==> config.mk <==
export PLATFORM = sky130hd
export DESIGN_NAME = rbb_window
export DESIGN_NICKNAME = d
export VERILOG_FILES = /design/src/rbb_pkg.sv /design/src/rbb_window.sv
export SDC_FILE = /design/constraint.sdc
export NUM_CORES = 1
export LEC_CHECK = 0
export BUFFER_PORTS_ARGS = -buffer_cell sky130_fd_sc_hd__buf_2
export CAP_MARGIN = 30
export CORE_ASPECT_RATIO = 1.1
export CORE_MARGIN = 10
export CORE_UTILIZATION = 64
export CTS_BUF_LIST = sky130_fd_sc_hd__clkbuf_2 sky130_fd_sc_hd__clkbuf_4 sky130_fd_sc_hd__clkbuf_8
export DETAILED_ROUTE_END_ITERATION = 12
export GPL_TIMING_DRIVEN = 0
export PLACE_DENSITY_LB_ADDON = 0.05
export REMOVE_ABC_BUFFERS = 1
export SKIP_LAST_GASP = 1
export SLEW_MARGIN = 40
export SYNTH_ARGS = -nofsm -noshare
export SYNTH_HDL_FRONTEND = slang
export SYNTH_SLANG_ARGS = --single-unit
==> constraint.sdc <==
create_clock -name clk -period 3.2 [get_ports clk]
set_clock_uncertainty 0.15 [all_clocks]
set_input_delay 0.32 -clock clk [delete_from_list [all_inputs] [get_ports clk]]
set_output_delay 0.32 -clock clk [all_outputs]
set_load 0.02 [all_outputs]
==> src/rbb_pkg.sv <==
// ----------------------------------------------------------------------------
// rbb_pkg
// Shared constants and types for the RGB box blur pipeline.
// ----------------------------------------------------------------------------
package rbb_pkg;

  localparam int RADIUS_DEFAULT         = 8;
  localparam int MAX_ROW_LENGTH_DEFAULT = 4096;
  localparam int ROW_LENGTH_RESET       = 4096;
  localparam int ROW_LENGTH_W           = 13;
  localparam int PIX_W                  = 8;
  localparam int CHANNELS               = 3;
  localparam int PIX_MAX                = (1 << PIX_W) - 1;

  // Channel 0 is red, 1 is green, 2 is blue.
  typedef logic [CHANNELS-1:0][PIX_W-1:0] rgb_t;

  typedef struct packed {
    logic first_col;
    logic drop_col;
    logic first_row;
    logic filling;
    logic emit;
    logic last;
  } rbb_ctl_t;

endpackage

==> src/rbb_window.sv <==
// ----------------------------------------------------------------------------
// rbb_window
// Sliding sum over the most recent column sums of the current row.
// ----------------------------------------------------------------------------
module rbb_window import rbb_pkg::*; #(
  parameter int RADIUS = RADIUS_DEFAULT
) (
  input  logic                                                    clk,
  input  logic                                                    adv,
  input  rbb_ctl_t                                                ctl,
  input  logic [CHANNELS-1:0][$clog2((2*RADIUS+1)*PIX_MAX+1)-1:0] csum,
  output logic [CHANNELS-1:0][$clog2((2*RADIUS+1)*(2*RADIUS+1)*PIX_MAX+1)-1:0] wsum,
  output logic                                                    row_end
);

  localparam int K      = 2 * RADIUS + 1;
  localparam int CSUM_W = $clog2(K * PIX_MAX + 1);
  localparam int WSUM_W = $clog2(K * K * PIX_MAX + 1);

  typedef logic [CHANNELS-1:0][CSUM_W-1:0] csum_t;
  typedef logic [CHANNELS-1:0][WSUM_W-1:0] wsum_t;

  csum_t recent [K];
  wsum_t window;
  wsum_t window_next;

  always_comb begin
    for (int ch = 0; ch < CHANNELS; ch++) begin
      window_next[ch] = (ctl.first_col ? '0 : window[ch])
                      - (ctl.drop_col ? WSUM_W'(recent[K-1][ch]) : '0)
                      + WSUM_W'(csum[ch]);
    end
  end

  always_ff @(posedge clk) begin
    if (adv) begin
      window    <= window_next;
      wsum      <= window_next;
      row_end   <= ctl.last;
      recent[0] <= csum;
      for (int i = 1; i < K; i++) begin
        recent[i] <= recent[i-1];
      end
    end
  end

endmodule

## Word level (Yosys, flattened, before mapping)

Memories as Yosys holds them, arrays and structs flattened.
Index checks and enable logic that the tools add are counted.

| word-level totals | value |
|---|---|
| register bits | 52 |
| bits in writable memories | 663 |
| input port bits | 47 |
| output and inout port bits | 52 |
| word-level logic and storage cells | 19 |
| memories kept | 1 |

| cells by class | value |
|---|---|
| add/sub/neg operators | 6 |
| mux-type cells | 8 |

Memory list:

| name | depth | width | read ports | clocked after memory_dff | write ports | line | RTL |
|---|---|---|---|---|---|---|---|
| recent | 17 | 39 | 17 | 0 | 17 | rbb_window.sv:23 | `csum_t recent [K];` |

Operators with widths:

| operator | count |
|---|---|
| $add A17 B13 Y17 | 3 |
| $mux W17 | 3 |
| $sub A17 B13 Y17 | 3 |
| $mux W13 | 3 |
| $mux W1 | 2 |

## Depth between registers and ports, before layout

| logic depth | value |
|---|---|
| word-level depth | 3 |
| gate-level depth with buffers | 12 |

## Worst setup path before layout

No wires, ideal clock.

| timing path | value |
|---|---|
| path type | in2reg |
| from | in ctl[4] (netlist name) |
| to | reg wsum[50] (netlist name), data pin |
| library setup time | 264 ps |
| arrival time | 2,563 ps |
| required time | 2,786 ps |
| path slack | 223 ps |
| stages on the path | 12 |
| buffers on the path | 2 |
| path through | clkbuf_1 clkbuf_1 and2_1 fa_1 inv_1 ha_1 a211oi_2 nor3_1 o21ai_2 o21ai_2 a311oi_2 xor2_1 |

RTL lines:

| item | line | RTL |
|---|---|---|
| start, declared | rbb_window.sv:10 | `input rbb_ctl_t ctl,` |
| end signal, assigned | rbb_window.sv:38 | `wsum <= window_next;` |
| end, declared | rbb_window.sv:12 | `output logic [CHANNELS-1:0][$clog2((2*RADIUS+1)*(2*RADIUS+1)*PIX_MAX+1)-1:0] wsum,` |

==> results.yml <==
routing:
  detailedRoute.firstPassIterationCount: 7
  drc_errors: 0
  drt-initial-drc-count: 864
  routed_wire_length_mm: 38.0
  route.vias.total: 11100
  route.antenna.remaining_nets: 0
  drt-wirelength-per-cell_um: 18.1
  detail_route.vias_per_cell: 5.29
timing:
  worst_slew_pin_slew_ns: 0.637
  period_minus_slack_ns: 3.09
  rsz0062_at_grt: "true"
  slew_headroom_pct: 57.5
  finalSetupViolations: 0
  maxSlewViolCount: 0
  final-hold-violation-count: 0
  final_min_period_over_clock_period_pct: 96.6
  worst_hold_slack_ns: 0.239
  max_freq_mhz: 323
logic_synthesis:
  yosysTopAreaCellShare_pct: 84.4
  synth_edf_count: 715
  ys_async_sr_fraction_pct: 0
  synth_cells: 1262
  postSynthAreaPerCell_um2: 20.2
  synthTopCellsByArea: "edfxtp_1 84%, fa_1 3.1%, ha_1 2.5%"
  yosysUniqueCellTypes: 43
  synth_top_flop_cell: "edfxtp_1"
  biggest_area_consumer_among_synthesized_cells: "edfxtp_1"
  yosys_register_bits: 715
  netlist_area_um2: 25400
  synth_commonest_cells: "715 x edfxtp_1, 131 x inv_1, 51 x ha_1, 51 x nand2b_1, 40 x and2_1"
  synth.most_common_cell: "edfxtp_1"
  yosysWarningCount: 0
  synth_seq_area_share_pct: 84.4
floorplanning:
  floorplan.die.width_um: 210
  core_area_um2: 39300
  dieHeight_um: 229
  io_pins: 99
  die_area_um2: 48100
  initial_core_util_pct: 64.8
  placement_rows: 76
clock_tree:
  buffers_from_clock_root_to_sink_at_most: 3
  ctsRootBufferMaster: "clkbuf_8"
  cts.sinks: 715
  clock_insertion_delay_worst_skew_ns: 0.65
  tritoncts.num_buffers: 105
  cts_tree: "yes"
  clock_transition_at_the_registers_of_the_reported_paths_ns: 0.06
  h_tree_depth: 3
global_routing:
  grt_pass1_vias: 11300
  maximum_number_of_pins_on_one_net_before_global_route_repair: 124
  grt_antenna_before_repair: 0
  grt_first_pass_wirelength_mm: 60.7
  global_route.usage.total_pct: 16.1
  gr-total-overflow: 0
worst_hold_path:
  worstHoldPathCells: 2
  hold_path_class: "in -> reg"
  timing.hold.worst_endpoint: "recent[0][24]"
  min-delay-start: "csum[24]"
final_layout:
  area_growth_pct: 14.9
  finish.net_count: 1640
  share_of_final_layout_standard_cells_stronger_than_drive_strength_1_pct: 18.1
  post-route-util_pct: 74.5
setup_path:
  crit_arrival_ns: 3.33
  start_kind: "flip-flop"
  required_ns: 3.43
  timing.reg2reg.worst_path_depth: 10
  reg2reg_slack_ns: 0.11
  timing_worst_setup_path_type: "reg -> reg"
  critical_path.reg2reg.startpoint: "recent[0][638]"
  setup.worst_path.end_class: "flip-flop"
  reg2reg_to: "window[30]"
  crit_path_max_fanout: 3
status:
  run_status: "finished, final reports clean"
power_and_ir_drop:
  ir_drop_uv: 554
  leakage_nw: 10.9
  power-per-cell-area_nw_per_um2: 787
placed_design:
  gpl.final_weighted_congestion: 0.827
  dpl.hpwl_mm: 21.7
  buffer_ports.inserted: 95
job:
  timing.max_cap.violations: 0
## critical path, stage by stage (launching register included)
cell,delay [ns]
edfxtp_1,0.36
and2_2,0.24
fa_1,0.51
inv_1,0.07
ha_1,0.30
a21o_1,0.19
a21oi_4,0.19
o211ai_1,0.19
and2_4,0.20
a221oi_1,0.28
o311ai_1,0.14
## flip-flops by register name, summed over array words and instances (netlist names)
register / count
window: 34
wsum: 17
recent: 663
row_end: 1
## per-layer routing
metal / vias to the layer above / share of wire (%) / track usage [%]
met4: 0 / 2.0 / 6.71
met2: 279 / 46 / 23.3
met3: 56 / 5.2 / 3.76
met1: 5558 / 46 / 23.5
li1: 5191 / - / -
met5: - / 0 / 0
## cells in the final DEF, fill, tap and decap left out, types with 29 or more instances in the layout
master         netlist  routed
clkbuf_4             0      32
xnor2_1             29      29
ha_1                51      51
buf_2                0      92
nand2b_1            51      51
edfxtp_1           715     715
dlygate4sd3_1        0      41
clkinv_1             0      31
and2_1              40      38
fa_1                39      37
clkbuf_8             0     106
inv_1              131     131
## metrics by stage
stage / cell area (um2) / setup TNS [ns] / std cells / worst slack (ns) / total power (W)
floorplan: 25400 / 0 / 1251 / 0.337 / 0.0146
global placement: 26500 / -6085.17 / 1853 / -8.60 / 0.0160
detailed placement: 26700 / -6.83 / 1859 / -0.473 / 0.0160
CTS: 29200 / 0 / 2094 / 0.0120 / 0.0232
global route: 29200 / -0.0473 / 2095 / -0.0468 / 0.0242
finish: 29200 / 0 / 2096 / 0.108 / 0.0230
## cell families after synthesis
logic type / share of synthesized area [%]
flops: 84.4
simple gates: 3.51
buf+inv: 2.09
compound gates: 2.90
fa+ha+maj: 5.58
xor+xnor: 1.51
mux: 0.0393
## worst max-delay path by stage
stage / endpoint / start
finish: window[30] / recent[0][638]
global route: window[30] / recent[0][638]
CTS: wsum[47] / recent[0][651]
detailed placement: window[30] / ctl[4]
global placement: row_end / adv
floorplan: wsum[50] / wsum[34]
## final cells by class
cell class / instances / area, um2
Sequential cell: 715 / 21500
Clock buffer: 138 / 1700
Tap cell: 507 / 634
Clock inverter: 54 / 350
Inverter: 131 / 492
Fill cell: 2257 / 10000
Timing Repair Buffer: 145 / 1090
Antenna cell: 1 / 2.50
Multi-Input combinational cell: 405 / 3500
## report_power, final
part	internal (W)	leakage [nW]	switching (W)
Combinational	0.00162	2.81	0.00259
Sequential	0.0114	7.00	0.000312
Clock	0.00379	1.08	0.00326
Total	0.0168	10.9	0.00616
## repair_timing
item / in CTS / in global routing
cloned: 0 / 0
gates resized for setup: 1 / 12
hold buffers: 41 / 0
endpoints found under the hold margin: 99 / 0
setup buffers: 2 / 1
setup endpoints to repair: 6 / 10
pin swaps: 2 / 5
(Power assumes the default switching activity.)
