--- config.mk ---
export PLATFORM = sky130hd
export DESIGN_NAME = rbb_position
export DESIGN_NICKNAME = d
export VERILOG_FILES = /design/src/rbb_pkg.sv /design/src/rbb_position.sv
export SDC_FILE = /design/constraint.sdc
export NUM_CORES = 1
export LEC_CHECK = 0
export BUFFER_PORTS_ARGS = -buffer_cell sky130_fd_sc_hd__buf_4
export CORE_MARGIN = 5
export CORE_UTILIZATION = 40
export CTS_CLUSTER_DIAMETER = 120
export CTS_CLUSTER_SIZE = 8
export DETAILED_ROUTE_END_ITERATION = 10
export PLACE_DENSITY = 0.67
export SYNTH_ARGS = -nofsm -noshare
export SYNTH_HDL_FRONTEND = slang
export SYNTH_SLANG_ARGS = --single-unit
--- constraint.sdc ---
create_clock -name clk -period 7.4 [get_ports clk]
set_input_delay 1.85 -clock clk [delete_from_list [all_inputs] [get_ports clk]]
set_output_delay 1.85 -clock clk [all_outputs]
set_load 0.1 [all_outputs]
--- src/rbb_pkg.sv ---
// ----------------------------------------------------------------------------
// rbb_pkg
// Shared constants and types for the RGB box blur pipeline.
// ----------------------------------------------------------------------------
package rbb_pkg;

  localparam int RADIUS_DEFAULT         = 8;
  localparam int MAX_ROW_LENGTH_DEFAULT = 4096;
  localparam int ROW_LENGTH_RESET       = 4096;
  localparam int ROW_LENGTH_W           = 13;
  localparam int PIX_W                  = 8;
  localparam int CHANNELS               = 3;
  localparam int PIX_MAX                = (1 << PIX_W) - 1;

  // Channel 0 is red, 1 is green, 2 is blue.
  typedef logic [CHANNELS-1:0][PIX_W-1:0] rgb_t;

  typedef struct packed {
    logic first_col;
    logic drop_col;
    logic first_row;
    logic filling;
    logic emit;
    logic last;
  } rbb_ctl_t;

endpackage

--- src/rbb_position.sv ---
// ----------------------------------------------------------------------------
// rbb_position
// Row length register and the column, row and line slot counters.
// ----------------------------------------------------------------------------
module rbb_position import rbb_pkg::*; #(
  parameter int RADIUS         = RADIUS_DEFAULT,
  parameter int MAX_ROW_LENGTH = MAX_ROW_LENGTH_DEFAULT
) (
  input  logic                                clk,
  input  logic                                rst,
  input  logic                                row_length_we,
  input  logic [ROW_LENGTH_W-1:0]             row_length,
  input  logic                                frame_start,
  input  logic                                acc,
  output logic [$clog2(MAX_ROW_LENGTH)-1:0]   col,
  output logic [$clog2(2*RADIUS+1)-1:0]       slot,
  output rbb_ctl_t                            ctl
);

  localparam int K      = 2 * RADIUS + 1;
  localparam int POS_W  = $clog2(MAX_ROW_LENGTH);
  localparam int SLOT_W = $clog2(K);
  localparam int RS_W   = $clog2(K + 1);
  localparam int LEN_W  = $clog2(MAX_ROW_LENGTH + 1);
  localparam int CMP_W  = (LEN_W > ROW_LENGTH_W) ? LEN_W : ROW_LENGTH_W;
  localparam int LEN_RESET =
    (ROW_LENGTH_RESET > MAX_ROW_LENGTH) ? MAX_ROW_LENGTH : ROW_LENGTH_RESET;

  logic [LEN_W-1:0]  len;
  logic [POS_W-1:0]  column_position;
  logic [RS_W-1:0]   rows_seen;
  logic [SLOT_W-1:0] row_slot;

  logic [CMP_W-1:0]  cfg_ext;
  logic [LEN_W-1:0]  len_next;
  logic [RS_W-1:0]   rs0;
  logic [LEN_W-1:0]  c_inc;

  assign cfg_ext = CMP_W'(row_length);

  always_comb begin
    if (cfg_ext < CMP_W'(K)) begin
      len_next = LEN_W'(K);
    end else if (cfg_ext > CMP_W'(MAX_ROW_LENGTH)) begin
      len_next = LEN_W'(MAX_ROW_LENGTH);
    end else begin
      len_next = LEN_W'(cfg_ext);
    end
  end

  assign col   = frame_start ? '0 : column_position;
  assign rs0   = frame_start ? '0 : rows_seen;
  assign slot  = frame_start ? '0 : row_slot;
  assign c_inc = LEN_W'(col) + LEN_W'(1);

  assign ctl.first_col = (col == '0);
  assign ctl.drop_col  = (col >= POS_W'(K));
  assign ctl.first_row = (rs0 == '0);
  assign ctl.filling   = (rs0 < RS_W'(K));
  assign ctl.emit      = (rs0 >= RS_W'(K - 1)) && (col >= POS_W'(K - 1));
  assign ctl.last      = (c_inc >= len);

  always_ff @(posedge clk) begin
    if (rst) begin
      len <= LEN_W'(LEN_RESET);
    end else if (row_length_we) begin
      len <= len_next;
    end
  end

  always_ff @(posedge clk) begin
    if (rst) begin
      column_position <= '0;
      rows_seen       <= '0;
      row_slot        <= '0;
    end else if (acc) begin
      if (ctl.last) begin
        column_position <= '0;
        rows_seen       <= ctl.filling ? rs0 + RS_W'(1) : rs0;
        row_slot        <= (slot == SLOT_W'(K - 1)) ? '0 : slot + SLOT_W'(1);
      end else begin
        column_position <= POS_W'(c_inc);
        rows_seen       <= rs0;
        row_slot        <= slot;
      end
    end
  end

`ifndef NO_ASSERTIONS
  a_row_wrap: assert property (@(posedge clk) disable iff (rst)
    acc && ctl.last |=> column_position == '0)
    else $error("column position did not wrap after the last word of a row");

  a_rows_sat: assert property (@(posedge clk) disable iff (rst)
    rows_seen <= RS_W'(K))
    else $error("row count passed the window height");

  a_emit_ctx: assert property (@(posedge clk) disable iff (rst)
    ctl.emit |-> !ctl.first_col && !ctl.first_row)
    else $error("result requested at the first row or column");
`endif

endmodule

Word-level counts from Yosys, hierarchy flattened. Cells that the tools add are included.

Logic and storage cells: 28. ROM bits: 0. Latch bits: 0. Memories kept: 0. Output and inout bits: 23. Input bits: 18. Memory bits (writable): 0. Register bits after elaboration: 35.

Shifts and indexed selects: 0. Multiply operators: 0. Mux-type cells: 10. Bitwise operators: 0. Equal/unequal tests: 1. Magnitude comparators: 7. Add/subtract/negate cells: 3. Reductions and logical operators: 3. Div/mod/pow operators: 0.

Operators by type and width (count): 5-bit two-way mux (6); 13-bit two-way mux (2); 12-bit by 5-bit greater-or-equal comparator with 1-bit output (second input constant) (2); 12-bit two-way mux (2); 12-bit by 1-bit adder with 13-bit output (second input constant) (1); 13-bit greater-or-equal comparator (1); 13-bit greater-than comparator (second input constant) (1); 13-bit by 5-bit < comparator with 1-bit output (second input constant) (1); 12-bit zero test (1); 5-bit by 1-bit adder with 5-bit output (second input constant) (2); 5-bit equality test (second input constant) (1); 5-bit greater-or-equal comparator (second input constant) (1); 5-bit zero test (1); 5-bit < comparator (second input constant) (1); 1-bit logical AND (1).

Depth between registers and ports, before layout.
Depth after elaboration: 4. Depth in mapped cells: 16. Gate-level depth less buffers: 14.

Least setup slack after synthesis. OpenSTA, ideal clock, no wires.

Path kind: input to output. Start: input port frame_start. End: output port ctl[0] in the netlist's numbering. Data required time: 5550 ps. Arrival: 5625 ps. Stages: 12. Setup slack: -75 ps. Path through: clkbuf_1 nor2_1 ha_1 nand3_1 nor2_1 xor2_1 ha_1 nand4_2 a2111oi_4 a221oi_4 inv_2 buf_6.

RTL lines: start, declared (line rbb_position.sv:13) `input logic frame_start,`; end, declared (line rbb_position.sv:17) `output rbb_ctl_t ctl`.

==> impl_metrics.py <==
metrics = {
    "floorplanning": {
        "dieWidth_um": 87.6,
        "dieHeight_um": 87.6,
        "dieArea_um2": 7680,
        "core_um2": 5890,
        "io_pins": 41,
        "initial_core_util_pct": 41.0,
        "num_rows": 28,
    },
    "route": {
        "via_per_inst": 5.28,
        "dr.pass1.iters": 4,
        "wl_met2_um": 2620,
        "drc": 0,
        "wl_per_cell_um": 13.6,
        "route.met3.wl_um": 223,
        "ant_nets": 0,
        "top_layer_used": "met4",
        "met1_length_um": 2800,
        "drtIter0Drc": 139,
        "vias": 2211,
        "drt-total-wl_um": 5710,
    },
    "cts": {
        "clkTransAtPathRegs_ns": 0.06,
        "clock_sinks": 35,
        "clk_path_buf_depth": 2,
        "root_buffer": "clkbuf_8",
        "cts_htree_levels": 2,
        "insertion_delay_ns": 0.28,
        "cts.repair.resized": 0,
        "numCtsBuffers": 5,
        "cts_hold_buf": 0,
        "cts_tree": "built",
        "post-cts-setup-buffers": 0,
    },
    "final_layout": {
        "finish.instance_area_um2": 2820,
        "drive_gt1_share_pct": 16.3,
        "nFillCells": 596,
        "layoutNonFillerInstCount": 419,
        "diodes": 0,
        "multi_input_area_um2": 1530,
        "nets": 382,
        "regArea_um2": 701,
        "area.growth.synth_to_final_pct": 17.1,
    },
    "pwr": {
        "total_power_w": 0.000392,
        "ir_drop_mv": 0.0583,
        "p_per_area_nw_per_um2": 139,
        "leakagePower_nw": 1.16,
    },
    "min_path": {
        "hp-class": "reg -> reg",
    },
    "worst_setup_path": {
        "crit_required_ns": 5.55,
        "critPathCaptureType": "output port",
        "crit_arrival_ns": 4.60,
        "critical_path.top_delay_family": "buffers and inverters",
        "crit_slowest_cell": "a2111oi_4",
        "start_kind": "input port",
        "path_cells": "buf_4 > inv_1 > nand2_1 > inv_1 > ha_1 > nand3_1 > nor2_1 > xor2_1 > ha_1 > nand4_2 > a2111oi_4 > a221oi_4 > inv_2 > buf_4",
        "path_class": "in -> out",
        "critPathMaxFanout": 23,
        "path_buf_inv": 5,
        "slowest_delay_ns": 0.39,
    },
    "timing": {
        "tightest_slew_ns": 0.458,
        "period_needed_ns": 6.45,
        "finalClockSkew_ns": 0.00551,
        "slew_violations": 0,
        "final.period_utilization_pct": 87.2,
        "rsz0062_at_grt": "no",
        "fin_tns_setup_ns": 0,
        "fmax_mhz": 155,
        "hold_ws_ns": 0.468,
        "relSlewSlack_pct": 69.2,
        "hold_viol_final": 0,
        "setup_violations": 0,
    },
    "flow_run": {
        "maxCapViolations": 0,
    },
    "placed_design": {
        "numPortBuffers": 40,
        "placed_cells": 413,
        "place_area_um2": 2750,
        "dp_hpwl_um": 4250,
        "gp_congestion": 0.883,
    },
    "yosys": {
        "synth_cell_type_count": 51,
        "synth_fp_nets": 348,
        "synthArstFlopShare_pct": 0,
        "synthFlopType": "dfxtp_1",
        "synth-seq-cells": 35,
        "syn_area_um2": 2410,
        "syn_inst": 311,
        "synth-edff-count": 0,
        "yosysSeqAreaShare_pct": 29.1,
        "ys_warn_count": 0,
        "syn_avg_cell_area_um2": 7.75,
    },
    "outcome": {
        "status": "complete, no violations",
    },
    "global_routing": {
        "antenna_found_initial": 0,
        "grt_pass1_vias": 2031,
        "grt_max_degree": 43,
        "grt_pass1_wl_um": 9430,
        "grt_util_all_layers_pct": 15.3,
        "grt_overflow_total": 0,
    },
}
==> cells in the final DEF, fill, tap and decap left out, types with 11 or more instances in the layout <==
| cell type | count |
|---|---|
| a21oi_1 | 29 |
| buf_4 | 42 |
| dfxtp_1 | 35 |
| ha_1 | 19 |
| inv_1 | 28 |
| nand2_1 | 36 |
| nand2b_1 | 25 |
| nand3_1 | 17 |
| nor2_1 | 15 |
| nor2b_1 | 11 |
==> power breakdown <==
group          total (W)  internal (W)  switching [W]  leakage, nW
logic          0.0000683     0.0000241      0.0000441        0.835
clock network   0.000127     0.0000627      0.0000640       0.0371
registers       0.000197      0.000193     0.00000355        0.284
total           0.000392      0.000280       0.000112         1.16
==> cell usage after synthesis, drive strengths merged, types with 4 or more instances <==
cell    number  area, um2
nand2       36        135
dfxtp       35        701
nand3       17       85.1
nor2b       11       68.8
nand2b      26        170
xnor2        7       61.3
ha          19        238
nand4        8       56.3
nor4         7       43.8
nor2        16       60.1
clkbuf      12       45.0
a211oi       5       42.5
xor2         4       35.0
o21ai        6       30.0
a21oi       30        154
inv         29        109
and3         4       25.0
==> area by class of cell <==
cell class | instances | share of cell area, %
clock buffer | 6 | 2.57
inverter | 29 | 3.86
multi-input combinational | 232 | 54.3
sequential | 35 | 24.8
tap | 75 | 3.32
timing repair buffer | 42 | 11.2
==> kinds of logic after synthesis <==
| group | Yosys count | synth area share, % |
|---|---|---|
| adder cells (fa/ha/maj) | 19 | 9.86 |
| flip-flops | 35 | 29.1 |
| AND/OR/NAND/NOR | 138 | 30.6 |
| buffers and inverters | 44 | 7.52 |
| AO/OA/AOI/OAI | 63 | 18.6 |
| multiplexers | 1 | 0.415 |
| XOR/XNOR | 11 | 4.00 |
==> final timing paths <==
kind | endpoint | cells past startpoint | slack, ns | start
worst max register to register | rows_seen[3]$_SDFFE_PP0P_ | 13 | 4.01 | column_position[0]$_SDFFE_PP0P_
worst max-delay path | ctl[0] | 14 | 0.95 | frame_start
worst min-delay path | len[1]$_SDFFE_PP0P_ | 2 | 0.47 | len[1]$_SDFFE_PP0P_
worst min register to register | len[1]$_SDFFE_PP0P_ | 2 | 0.47 | len[1]$_SDFFE_PP0P_
==> per-layer routing <==
metal,vias up,GRT usage [%]
li1,1146,-
met1,1024,20.9
met2,36,24.0
met3,5,3.48
met4,0,4.88
met5,-,0
==> metrics by stage <==
| stage | setup WS [ns] | util (%) |
|---|---|---|
| 6_report | 0.947 | 48.0 |
| 5_1_grt | 0.718 | 48.0 |
| 4_1_cts | 0.967 | 48.0 |
| 3_5_place_dp | 0.975 | 46.7 |
| 3_3_place_gp | 1.07 | 46.7 |
| 2_1_floorplan | 0.301 | - |
==> flip-flops by register name, indices dropped and copies added, names as in the netlist <==
register / flops
column_position: 12
row_slot: 5
rows_seen: 5
len: 13
==> tightest hold or removal path, delay by kind of cell, from the launching register on <==
kind / cells / cell delay [ns]
flip-flops: 1 / 0.31
AO/OA/AOI/OAI: 1 / 0.05
AND/OR/NAND/NOR: 1 / 0.06
Note: power is estimated with default switching activity, not from simulation.
