**config.mk**
```make
export PLATFORM = sky130hd
export DESIGN_NAME = rbb_divide
export DESIGN_NICKNAME = d
export VERILOG_FILES = /design/src/rbb_pkg.sv /design/src/rbb_divide.sv
export SDC_FILE = /design/constraint.sdc
export NUM_CORES = 1
export LEC_CHECK = 0
export ABC_AREA = 1
export BUFFER_PORTS_ARGS = -buffer_cell sky130_fd_sc_hd__buf_2
export CAP_MARGIN = 20
export CORE_ASPECT_RATIO = 1.4
export CORE_UTILIZATION = 35
export DETAILED_ROUTE_END_ITERATION = 10
export GPL_ROUTABILITY_DRIVEN = 0
export PLACE_DENSITY = 0.62
export SYNTH_ARGS = -nofsm -noshare
export SYNTH_HDL_FRONTEND = slang
export SYNTH_SLANG_ARGS = --single-unit
export TNS_END_PERCENT = 5
```
**constraint.sdc**
```tcl
create_clock -name clk -period 5.42 [get_ports clk]
set_input_delay 0.813 -clock clk [delete_from_list [all_inputs] [get_ports clk]]
set_output_delay 0.813 -clock clk [all_outputs]
set_load 0.03 [all_outputs]
```
**src/rbb_pkg.sv**
```systemverilog
// ----------------------------------------------------------------------------
// rbb_pkg
// Shared constants and types for the RGB box blur pipeline.
// ----------------------------------------------------------------------------
package rbb_pkg;

  localparam int RADIUS_DEFAULT         = 8;
  localparam int MAX_ROW_LENGTH_DEFAULT = 4096;
  localparam int ROW_LENGTH_RESET       = 4096;
  localparam int ROW_LENGTH_W           = 13;
  localparam int PIX_W                  = 8;
  localparam int CHANNELS               = 3;
  localparam int PIX_MAX                = (1 << PIX_W) - 1;

  // Channel 0 is red, 1 is green, 2 is blue.
  typedef logic [CHANNELS-1:0][PIX_W-1:0] rgb_t;

  typedef struct packed {
    logic first_col;
    logic drop_col;
    logic first_row;
    logic filling;
    logic emit;
    logic last;
  } rbb_ctl_t;

endpackage

```
**src/rbb_divide.sv**
```systemverilog
// ----------------------------------------------------------------------------
// rbb_divide
// Window sum to mean by a constant reciprocal multiply, registered output.
// ----------------------------------------------------------------------------
module rbb_divide import rbb_pkg::*; #(
  parameter int RADIUS = RADIUS_DEFAULT
) (
  input  logic                                                    clk,
  input  logic                                                    load,
  input  logic [CHANNELS-1:0][$clog2((2*RADIUS+1)*(2*RADIUS+1)*PIX_MAX+1)-1:0] wsum,
  input  logic                                                    row_end_in,
  output rgb_t                                                    mean,
  output logic                                                    row_end
);

  localparam int K         = 2 * RADIUS + 1;
  localparam int AREA      = K * K;
  localparam int WSUM_W    = $clog2(AREA * PIX_MAX + 1);
  localparam int DIV_SHIFT = WSUM_W + $clog2(AREA);
  localparam int RECIP_W   = WSUM_W + 2;
  localparam int PROD_W    = WSUM_W + RECIP_W;
  localparam logic [RECIP_W-1:0] RECIP =
    RECIP_W'(((64'd1 << DIV_SHIFT) + 64'(AREA) - 64'd1) / 64'(AREA));

  logic [CHANNELS-1:0][PROD_W-1:0] prod;

  always_ff @(posedge clk) begin
    if (load) begin
      for (int ch = 0; ch < CHANNELS; ch++) begin
        prod[ch] <= PROD_W'(wsum[ch]) * PROD_W'(RECIP);
      end
      row_end <= row_end_in;
    end
  end

  always_comb begin
    for (int ch = 0; ch < CHANNELS; ch++) begin
      mean[ch] = prod[ch][DIV_SHIFT +: PIX_W];
    end
  end

endmodule

```
== Word level (Yosys, flattened, before mapping) ==
Index checks and enable logic that the tools add are counted.
Operators by class
  multipliers: 3
Operators with widths (count)
  $mul 17x18->34 const B: 3
Word-level totals
  bits of input ports: 54
  flip-flop bits (word level): 103
  logic and storage cells: 7
  output and inout port bits: 25

== Depth between registers and ports, before layout ==
Gate-level depths: netlist of run 1.
  depth in word-level cells: 1
  depth in mapped cells: 23
  depth with buffers taken out: 23

== Least setup slack after synthesis of run 1 ==
OpenSTA, ideal clock, no wires.
  kind: input to register
  start: input wsum[40] in the netlist's numbering
  end: register prod, in the netlist mean[23], data pin
  arrival time: 4570 ps
  slack: 598 ps
  stages: 21
  required time: 5168 ps
  path buffers: 0
  setup time: 252 ps
  cells stage by stage: inv_1 ha_1 fa_1 fa_1 inv_1 fa_1 inv_1 fa_1 inv_1 fa_1 ha_1 nand2_1 inv_1 a21oi_1 nand2_1 nand2_1 clkinv_1 nand2_1 nand2_1 nand2_1 nand2_1
On the way
  word-level cells in the longest chain between the ends: 1
Ends and longest elaborated chain
  from (decl): RTL line rbb_divide.sv:10  | input logic [CHANNELS-1:0][$clog2((2*RADIUS+1)*(2*RADIUS+1)*PIX_MAX+1)-1:0] wsum,
  $mul 17x18->34: RTL line rbb_divide.sv:30  | prod[ch] <= PROD_W'(wsum[ch]) * PROD_W'(RECIP);
  to (signal, indexed assignment): RTL line rbb_divide.sv:30
  to (decl): RTL line rbb_divide.sv:25  | logic [CHANNELS-1:0][PROD_W-1:0] prod;
No other way between the ends.
A chain may end at the register's enable or synchronous reset.

== Worst setup path after layout of run 1 ==
  start: input wsum[23] in the netlist's numbering
  end: register prod, in the netlist mean[13], data pin
The elaborated chain is that of the path after synthesis.

==> impl_table.tex, run 1 <==
\begin{tabular}{lr}
\hline
Metric & Value \\
\hline
\multicolumn{2}{l}{\textbf{GRT}} \\
Overall overflow remaining after global route & 0 \\
Met1 track demand over resource in global routing & 19.4\% \\
Initial antenna violation count & 1 \\
Routing layer with the top usage in global route & met2 \\
Total global-route track usage & 17.9\% \\
Wire length of the first global-routing pass & 73,700 µm \\
Met3 global-route usage & 0.872\% \\
Via count of the first global-routing pass & 15.3k \\
Pin count of the biggest net entering global routing & 26 \\
GRT met2 Usage & 35.1\% \\
\multicolumn{2}{l}{\textbf{STA}} \\
Final WS setup & 0.287 ns \\
Share of the clock period used by the worst path after layout & 94.7\% \\
Tmin final & 5.13 ns \\
Unrepaired setup endpoints after global routing & false \\
Count of endpoints failing hold in the final timing report & 0 \\
Finish-stage setup viols & 0 \\
Worst slew margin relative to its limit & 50.6\% \\
Worst-margin pin slew & 0.741 ns \\
Count of pins over their slew limit & 0 \\
Maximum operating frequency & 195 MHz \\
Total negative slack & 0 ns \\
\multicolumn{2}{l}{\textbf{Clock network}} \\
Root Driver & clkbuf\_16 \\
Num CTS Buffers & 3 \\
Post-CTS Setup Inserts & 0 \\
Number of resized instances in the post-cts repair step & 0 \\
CTS clock-pin slew for the worst setup and hold paths & 0.07 ns \\
H-tree lvl count & 1 \\
Max Buffers Root-to-Sink & 2 \\
CTS tree & done \\
Count of clock tree sinks & 25 \\
Hold-fix buffers, CTS & 0 \\
\multicolumn{2}{l}{\textbf{Power}} \\
Maximum vdd drop & 0.273 mV \\
Pwr/cell area & 539 nW/µm² \\
Static power due to leakage & 11.8 nW \\
\multicolumn{2}{l}{\textbf{Floorplanning}} \\
Cell row count & 97 \\
Die Span Y & 269 µm \\
Top-level port count & 79 \\
Die outline area & 52,000 µm² \\
Initial core utilization & 35.6\% \\
Core Box Area & 50,200 µm² \\
Die outline width & 193 µm \\
\multicolumn{2}{l}{\textbf{Synth}} \\
Share of flip-flops with an asynchronous set or reset after synthesis & 0\% \\
Synthesized-area fraction occupied by ao, oa, aoi and oai cells & 1.67\% \\
Xor/xnor share of the synthesized area & 0.637\% \\
Distinct cells, synth & 27 \\
Cell type with the largest total area after synthesis & ha\_1 \\
Number of storage elements in the synthesis netlist & 25 \\
Number of nets in the synthesized netlist & 3,096 \\
Cell types occupying the most area after synthesis & ha\_1 (31\%), fa\_1 (29\%), inv\_1 (15\%) \\
Adder-Cell Fraction of Synth Area & 60.0\% \\
Warnings from Yosys & 0 \\
Dominant combinational cell family by area after synthesis & adder cells \\
Post-synthesis mux area share & 0\% \\
Netlist Area Pre-Place & 17,900 µm² \\
Basic-gate share of the synthesized area counting and, or, nand and nor cells & 17.8\% \\
Fraction of post-synthesis cell area in the top cell type by area & 31.4\% \\
Count of mapped cells out of synthesis & 2,338 \\
Mapped Avg Cell Area & 7.64 µm² \\
Number of flops mapped to enable cells by yosys & 25 \\
Ys flop type & edfxtp\_1 \\
Sequential element share of the synthesized area & 4.20\% \\
\multicolumn{2}{l}{\textbf{Layout}} \\
Final cell utilization of the core & 38.3\% \\
Area delta synth->final & 7.80\% \\
Number of nets in the layout & 3,195 \\
Fraction of layout instances using a drive strength above 1 & 4.89\% \\
Antenna diodes & 0 \\
\multicolumn{2}{l}{\textbf{Flow run}} \\
Max-capacitance violation count & 0 \\
\multicolumn{2}{l}{\textbf{Drt}} \\
Count of vias placed by the detailed router & 14.0k \\
Wirelength per Cell & 14.4 µm \\
DR pass1 iterations & 8 \\
Number of nets with antenna violations after detailed routing & 0 \\
DRC viols & 3 \\
Number of DRC violations after detailed-routing iteration 0 & 361 \\
Vias per inst & 4.56 \\
WL final & 44,300 µm \\
\multicolumn{2}{l}{\textbf{Place}} \\
Pre-CTS WS & 0.0533 ns \\
Final HPWL DP & 41,200 µm \\
Count of buffers from port buffering & 78 \\
\multicolumn{2}{l}{\textbf{Setup path}} \\
Worst Path Arrival & 5.16 ns \\
Endpoint kind of the worst setup timing path & flop \\
Data required, critical path & 5.45 ns \\
Highest fanout seen on the critical path & 7 \\
WS Path Type & input pin to flop \\
Endpoint of the most critical setup path & mean[13] \\
Worst setup startpoint & wsum[23] \\
Kind of start point of the critical path & input pin \\
\multicolumn{2}{l}{\textbf{Run status}} \\
Run status & finished with violations \\
Failing checks & design-rule violations \\
\multicolumn{2}{l}{\textbf{Hold path}} \\
Min-delay worst type & input pin to flop \\
\hline
\end{tabular}
power by group:
part	total (W)	switching [W]	leakage (nW)	internal, W
clock network	0.000179	0.0000776	0.0382	0.000101
registers	0.000460	0.0000560	0.244	0.000404
logic	0.00975	0.00629	11.5	0.00346
total	0.0104	0.00642	11.8	0.00397
final cells by class:
| class | instances | area, µm² |
|---|---|---|
| Timing Repair Buffer | 94 | 510 |
| Fill cell | 5291 | 31000 |
| Sequential cell | 25 | 751 |
| Clock buffer | 4 | 78.8 |
| Multi-Input combinational cell | 1567 | 14300 |
| Inverter | 746 | 2800 |
| Tap cell | 643 | 805 |
worst min path at each step:
stage | startpoint | end | depth (start not counted)
6_report | row_end_in | row_end | 1
5_1_grt | row_end_in | row_end | 1
4_1_cts | row_end_in | row_end | 1
3_5_place_dp | row_end_in | row_end | 1
3_3_place_gp | row_end_in | row_end | 1
2_1_floorplan | row_end_in | row_end | 0
synthesized netlist by cell type (4+ instances only):
| library cell | number |
|---|---|
| ha_1 | 449 |
| nand3b_1 | 6 |
| a21oi_1 | 43 |
| inv_2 | 5 |
| clkinv_1 | 4 |
| nor3_1 | 5 |
| nand3_1 | 58 |
| nor2_1 | 130 |
| nor2_4 | 4 |
| inv_1 | 737 |
| o21bai_1 | 6 |
| xnor2_1 | 8 |
| xor2_1 | 5 |
| nand4_1 | 6 |
| nand2_1 | 570 |
| fa_1 | 255 |
| edfxtp_1 | 25 |
| nor2_2 | 4 |
flip-flops by register name, indices dropped and copies added, names as in the netlist:
| signal | cells |
|---|---|
| row_end | 1 |
| mean | 24 |
placed cells by master (no fill, tap or decap), drive strengths merged, types with 8 or more instances in the layout:
cell type / instances
a21oi: 43
buf: 94
edfxtp: 25
fa: 255
ha: 449
inv: 742
nand2: 574
nand3: 59
nor2: 138
xnor2: 8
per-stage QoR:
| step | instances | hold slack [ns] | total power, W | cell area (µm²) |
|---|---|---|---|---|
| global route | 3079 | 0.728 | 0.0120 | 19300 |
| floorplan | 2338 | 0.912 | 0.00767 | 17900 |
| finish | 3079 | 0.731 | 0.0104 | 19300 |
| CTS | 3079 | 0.727 | 0.0105 | 19300 |
| detailed placement | 3075 | 1.01 | 0.0102 | 19200 |
| global placement | 3075 | 1.00 | 0.0101 | 19200 |
critical path, stage by stage:
cell and delay [ns]:
buf_2 0.18, inv_1 0.10, ha_1 0.36, fa_1 0.47
fa_1 0.52, inv_1 0.06, fa_1 0.53, inv_1 0.05
fa_1 0.36, inv_1 0.09, fa_1 0.42, ha_1 0.32
nand2_1 0.11, nor2_1 0.28, nand2_1 0.10, nor2_1 0.11
nand2_1 0.06, clkinv_1 0.04, nand2_1 0.06, nand4_1 0.09
nand2_1 0.06
routing by layer:
layer,up-vias,part of all wire [%],wire length (µm)
li1,7068,-,-
met3,92,2.4,1070
met5,-,0,0
met4,0,4.5,2000
met2,228,53,23700
met1,6640,40,17600
cells by family after synthesis:
logic type               after synthesis
buffers and inverters                746
AND/OR/NAND/NOR                      795
adder cells (fa/ha/maj)              704
flip-flops                            25
AO/OA/AOI/OAI                         55
XOR/XNOR                              13
Note: power is estimated with default switching activity, not from simulation.
==> run 2: changes to the inputs <==
CTS_BUF_LIST = sky130_fd_sc_hd__clkbuf_16   (was not set)
==> impl_table.tex, run 2 (synthesized netlist as in run 1, its figures left out) <==
\begin{tabular}{lr}
\hline
Metric & Value \\
\hline
\multicolumn{2}{l}{\textbf{Floorplanning}} \\
Core Box Area & 50,200 µm² \\
Die Span Y & 269 µm \\
Initial core utilization & 35.6\% \\
Cell row count & 97 \\
Top-level port count & 79 \\
Die outline area & 52,000 µm² \\
Die outline width & 193 µm \\
\multicolumn{2}{l}{\textbf{Clock network}} \\
Count of clock tree sinks & 25 \\
Root Driver & clkbuf\_16 \\
Hold-fix buffers, CTS & 0 \\
CTS tree & done \\
Number of resized instances in the post-cts repair step & 0 \\
Num CTS Buffers & 3 \\
H-tree lvl count & 1 \\
CTS clock-pin slew for the worst setup and hold paths & 0.07 ns \\
Post-CTS Setup Inserts & 0 \\
Max Buffers Root-to-Sink & 2 \\
\multicolumn{2}{l}{\textbf{Place}} \\
Pre-CTS WS & 0.0533 ns \\
Final HPWL DP & 41,200 µm \\
Count of buffers from port buffering & 78 \\
\multicolumn{2}{l}{\textbf{Layout}} \\
Number of nets in the layout & 3,195 \\
Commonest non-fill, non-tap cell in the layout & inv\_1 \\
Filler instances & 5,291 \\
Antenna diodes & 0 \\
Commonest non-fill, non-tap cells in the layout & inv\_1 (738), nand2\_1 (570), ha\_1 (449), fa\_1 (255), nor2\_1 (130) \\
Area delta synth->final & 7.80\% \\
Largest register FFs & 24 \\
Fraction of layout instances using a drive strength above 1 & 4.89\% \\
\multicolumn{2}{l}{\textbf{STA}} \\
Final WS setup & 0.288 ns \\
Total negative slack & 0 ns \\
Count of pins over their slew limit & 0 \\
Finish-stage setup viols & 0 \\
Share of the clock period used by the worst path after layout & 94.7\% \\
Unrepaired setup endpoints after global routing & false \\
Count of endpoints failing hold in the final timing report & 0 \\
Worst-margin pin slew & 0.741 ns \\
Maximum operating frequency & 195 MHz \\
Worst slew margin relative to its limit & 50.6\% \\
Tmin final & 5.13 ns \\
\multicolumn{2}{l}{\textbf{Setup path}} \\
Family with the most delay on the worst path & adder cells \\
Cells along the critical path & buf\_2 > inv\_1 > ha\_1 > fa\_1 > fa\_1 > inv\_1 > fa\_1 > inv\_1 > fa\_1 > inv\_1 > fa\_1 > ha\_1 > nand2\_1 > nor2\_1 > nand2\_1 > nor2\_1 > nand2\_1 > clkinv\_1 > nand2\_1 > nand4\_1 > nand2\_1 \\
Highest fanout seen on the critical path & 7 \\
Worst Path Arrival & 5.16 ns \\
Buf+Inv Stages, Crit Path & 6 \\
Endpoint kind of the worst setup timing path & flop \\
Max stage delay on crit path & 0.53 ns \\
Cell type of the slowest stage on the worst timing path & fa\_1 \\
Kind of start point of the critical path & input pin \\
Worst setup startpoint & wsum[23] \\
WS Path Type & input pin to flop \\
Data required, critical path & 5.45 ns \\
\multicolumn{2}{l}{\textbf{Drt}} \\
DRC viols & 3 \\
Vias per inst & 4.56 \\
WL final & 44,300 µm \\
DR pass1 iterations & 8 \\
Number of nets with antenna violations after detailed routing & 0 \\
Number of DRC violations after detailed-routing iteration 0 & 362 \\
Count of vias placed by the detailed router & 14.0k \\
Wirelength per Cell & 14.4 µm \\
\multicolumn{2}{l}{\textbf{Hold path}} \\
Min-delay worst type & input pin to flop \\
Hold Startpoint & row\_end\_in \\
\multicolumn{2}{l}{\textbf{Run status}} \\
Failing checks & design-rule violations \\
Run status & finished with violations \\
\multicolumn{2}{l}{\textbf{GRT}} \\
Overall overflow remaining after global route & 0 \\
Pin count of the biggest net entering global routing & 26 \\
Via count of the first global-routing pass & 15.3k \\
Total global-route track usage & 17.9\% \\
Wire length of the first global-routing pass & 73,700 µm \\
Initial antenna violation count & 1 \\
\multicolumn{2}{l}{\textbf{Power}} \\
Maximum vdd drop & 0.273 mV \\
Pwr/cell area & 539 nW/µm² \\
Static power due to leakage & 11.8 nW \\
\multicolumn{2}{l}{\textbf{Flow run}} \\
Max-capacitance violation count & 0 \\
\hline
\end{tabular}
[run 2: cell types whose count changed in the layout (fill, tap and decap cells not counted)]
cell | previous run | this run
inv_1 | 737 | 738
clkbuf_1 | 1 | 0
[run 2: where the power goes]
group          internal (W)  switching, W
sequential         0.000404     0.0000560
combinational       0.00346       0.00629
clock             0.0000993     0.0000777
[run 2: cell type report]
cell class | instances | area (µm²) | area share (%)
well taps | 643 | 805 | 4.18
flip-flops and latches | 25 | 751 | 3.90
repair buffers | 94 | 510 | 2.65
inverters | 746 | 2800 | 14.5
clock inverters | 1 | 3.75 | 0.0195
multi-input cells | 1567 | 14300 | 74.3
clock buffers | 3 | 75.1 | 0.390
[run 2: final timing paths]
path                  endpoint  slack, ns  depth (start not counted)
worst max-delay path  mean[13]       0.29                         21
worst min-delay path   row_end       0.73                          1
[run 2: through the flow]
stage / util, % / total power (W) / area [µm²] / cells / hold slack, ns
after floorplan: - / 0.00767 / 17900 / 2338 / 0.912
after global placement: 38.2 / 0.0101 / 19200 / 3075 / 1.00
after detailed placement: 38.2 / 0.0102 / 19200 / 3075 / 1.01
after CTS: 38.3 / 0.0105 / 19300 / 3079 / 0.726
after global routing: 38.3 / 0.0120 / 19300 / 3079 / 0.728
final: 38.3 / 0.0104 / 19300 / 3079 / 0.731
[run 2: per-layer routing]
| layer | GRT usage [%] | part of all wire (%) |
|---|---|---|
| met5 | 0 | 0 |
| met1 | 19.4 | 40 |
| met4 | 7.09 | 4.5 |
| met3 | 0.872 | 2.4 |
| met2 | 35.1 | 53 |
==> run 3: changes to the inputs <==
CORE_ASPECT_RATIO = 1.1   (was 1.4)
CTS_BUF_LIST = sky130_fd_sc_hd__clkbuf_8   (was sky130_fd_sc_hd__clkbuf_16)
GPL_ROUTABILITY_DRIVEN = not set   (was 0)
==> impl_table.tex, run 3 (synthesized netlist as in run 1, its figures left out) <==
\begin{tabular}{lr}
\hline
Metric & Value \\
\hline
\multicolumn{2}{l}{\textbf{GRT}} \\
Wire length of the first global-routing pass & 74,000 µm \\
Via count of the first global-routing pass & 15.3k \\
Pin count of the biggest net entering global routing & 26 \\
Initial antenna violation count & 0 \\
Total global-route track usage & 17.7\% \\
Overall overflow remaining after global route & 0 \\
\multicolumn{2}{l}{\textbf{Drt}} \\
DR pass1 iterations & 5 \\
DRC viols & 0 \\
Wirelength per Cell & 13.9 µm \\
WL final & 43,000 µm \\
Count of vias placed by the detailed router & 13.9k \\
Number of DRC violations after detailed-routing iteration 0 & 595 \\
Vias per inst & 4.48 \\
Number of nets with antenna violations after detailed routing & 0 \\
\multicolumn{2}{l}{\textbf{STA}} \\
Maximum operating frequency & 198 MHz \\
Count of endpoints failing hold in the final timing report & 0 \\
Unrepaired setup endpoints after global routing & false \\
Finish-stage setup viols & 0 \\
Total negative slack & 0 ns \\
Count of pins over their slew limit & 0 \\
Share of the clock period used by the worst path after layout & 93.2\% \\
Tmin final & 5.05 ns \\
Worst-margin pin slew & 0.719 ns \\
Final WS setup & 0.370 ns \\
Worst slew margin relative to its limit & 52.1\% \\
\multicolumn{2}{l}{\textbf{Clock network}} \\
CTS clock-pin slew for the worst setup and hold paths & 0.13 ns \\
Post-CTS Setup Inserts & 0 \\
H-tree lvl count & 1 \\
Root Driver & clkbuf\_8 \\
Hold-fix buffers, CTS & 0 \\
Num CTS Buffers & 3 \\
CTS tree & done \\
Count of clock tree sinks & 25 \\
Max Buffers Root-to-Sink & 2 \\
Number of resized instances in the post-cts repair step & 0 \\
\multicolumn{2}{l}{\textbf{Power}} \\
Clk network pwr share & 1.4\% \\
Pwr/cell area & 535 nW/µm² \\
Final Total Pwr & 0.0103 W \\
Maximum vdd drop & 0.246 mV \\
Static power due to leakage & 11.8 nW \\
Power dissipated by switching net loads & 0.00641 W \\
Cell internal pwr & 0.00392 W \\
Net switching share of the total power & 62.1\% \\
Sequential Power Share & 4.4\% \\
Combinational power share & 94.2\% \\
\multicolumn{2}{l}{\textbf{Setup path}} \\
Highest fanout seen on the critical path & 7 \\
Data required, critical path & 5.51 ns \\
Endpoint kind of the worst setup timing path & flop \\
Family with the most delay on the worst path & adder cells \\
Worst Path Arrival & 5.14 ns \\
Max stage delay on crit path & 0.57 ns \\
Cells along the critical path & buf\_2 > inv\_1 > ha\_1 > fa\_1 > fa\_1 > inv\_1 > fa\_1 > inv\_1 > fa\_1 > inv\_1 > fa\_1 > ha\_1 > nand2\_1 > nor2\_1 > inv\_1 > nor2\_1 > nand3\_1 > nand2\_1 > nand2\_1 > nand3\_1 > nand2\_1 \\
WS Path Type & input pin to flop \\
Kind of start point of the critical path & input pin \\
Cell type of the slowest stage on the worst timing path & fa\_1 \\
Buf+Inv Stages, Crit Path & 6 \\
\multicolumn{2}{l}{\textbf{Floorplanning}} \\
Initial core utilization & 35.6\% \\
Cell row count & 86 \\
Core Box Area & 50,300 µm² \\
Die Span Y & 239 µm \\
Die outline area & 52,000 µm² \\
Top-level port count & 79 \\
Die outline width & 217 µm \\
\multicolumn{2}{l}{\textbf{Layout}} \\
Commonest non-fill, non-tap cell in the layout & inv\_1 \\
Final instance count without filler cells & 3,103 \\
Antenna diodes & 0 \\
Fraction of layout instances using a drive strength above 1 & 5.20\% \\
Area delta synth->final & 8.05\% \\
Filler instances & 5,196 \\
Commonest non-fill, non-tap cells in the layout & inv\_1 (737), nand2\_1 (570), ha\_1 (449), fa\_1 (255), nor2\_1 (130) \\
Largest register FFs & 24 \\
Number of nets in the layout & 3,202 \\
\multicolumn{2}{l}{\textbf{Run status}} \\
Run status & complete, no violations \\
\multicolumn{2}{l}{\textbf{Place}} \\
Final HPWL DP & 39,800 µm \\
Final GP Congestion & 0.954 \\
Pre-CTS WS & 0.0207 ns \\
Number of placed instances with taps included & 3,099 \\
Count of buffers from port buffering & 78 \\
\multicolumn{2}{l}{\textbf{Hold path}} \\
Min-delay worst type & input pin to flop \\
\multicolumn{2}{l}{\textbf{Flow run}} \\
Max-capacitance violation count & 0 \\
\hline
\end{tabular}
[run 3: per-layer routing]
metal / part of all wire [%] / vias to the layer above / GRT usage [%]
met1: 46 / 6572 / 22.5
met2: 49 / 196 / 32.3
li1: - / 7083 / -
met3: 2.3 / 62 / 0.929
met5: 0 / - / 0
met4: 2.8 / 0 / 4.69
[run 3: layout make-up]
type | count | area (µm²) | share of cell area [%]
sequential | 25 | 751 | 3.89
inverter | 746 | 2800 | 14.5
multi-input combinational | 1567 | 14300 | 74.2
tap | 660 | 826 | 4.28
timing repair buffer | 101 | 563 | 2.92
clock inverter | 1 | 7.51 | 0.0389
clock buffer | 3 | 41.3 | 0.214
[run 3: worst paths after layout]
check / start / to / slack (ns) / cells after the start
max: wsum[6] / mean[7] / 0.37 / 21
min: row_end_in / row_end / 0.69 / 1
[run 3: through the flow]
| stage | utilization, % | hold slack (ns) | cell area [µm²] |
|---|---|---|---|
| 2_1_floorplan | - | 0.912 | 17900 |
| 3_3_place_gp | 38.3 | 0.993 | 19300 |
| 3_5_place_dp | 38.3 | 0.999 | 19300 |
| 4_1_cts | 38.4 | 0.668 | 19300 |
| 5_1_grt | 38.4 | 0.671 | 19300 |
| 6_report | 38.4 | 0.687 | 19300 |
[run 3: power groups by stage]
stage / registers [W] / clock network [W] / logic (W)
CTS: 0.000461 / 0.000149 / 0.00983
finish: 0.000456 / 0.000140 / 0.00974
global placement: 0.000468 / 0 / 0.00962
floorplan: 0.000621 / 0 / 0.00705
detailed placement: 0.000462 / 0 / 0.00974
global route: 0.000465 / 0.000152 / 0.0114
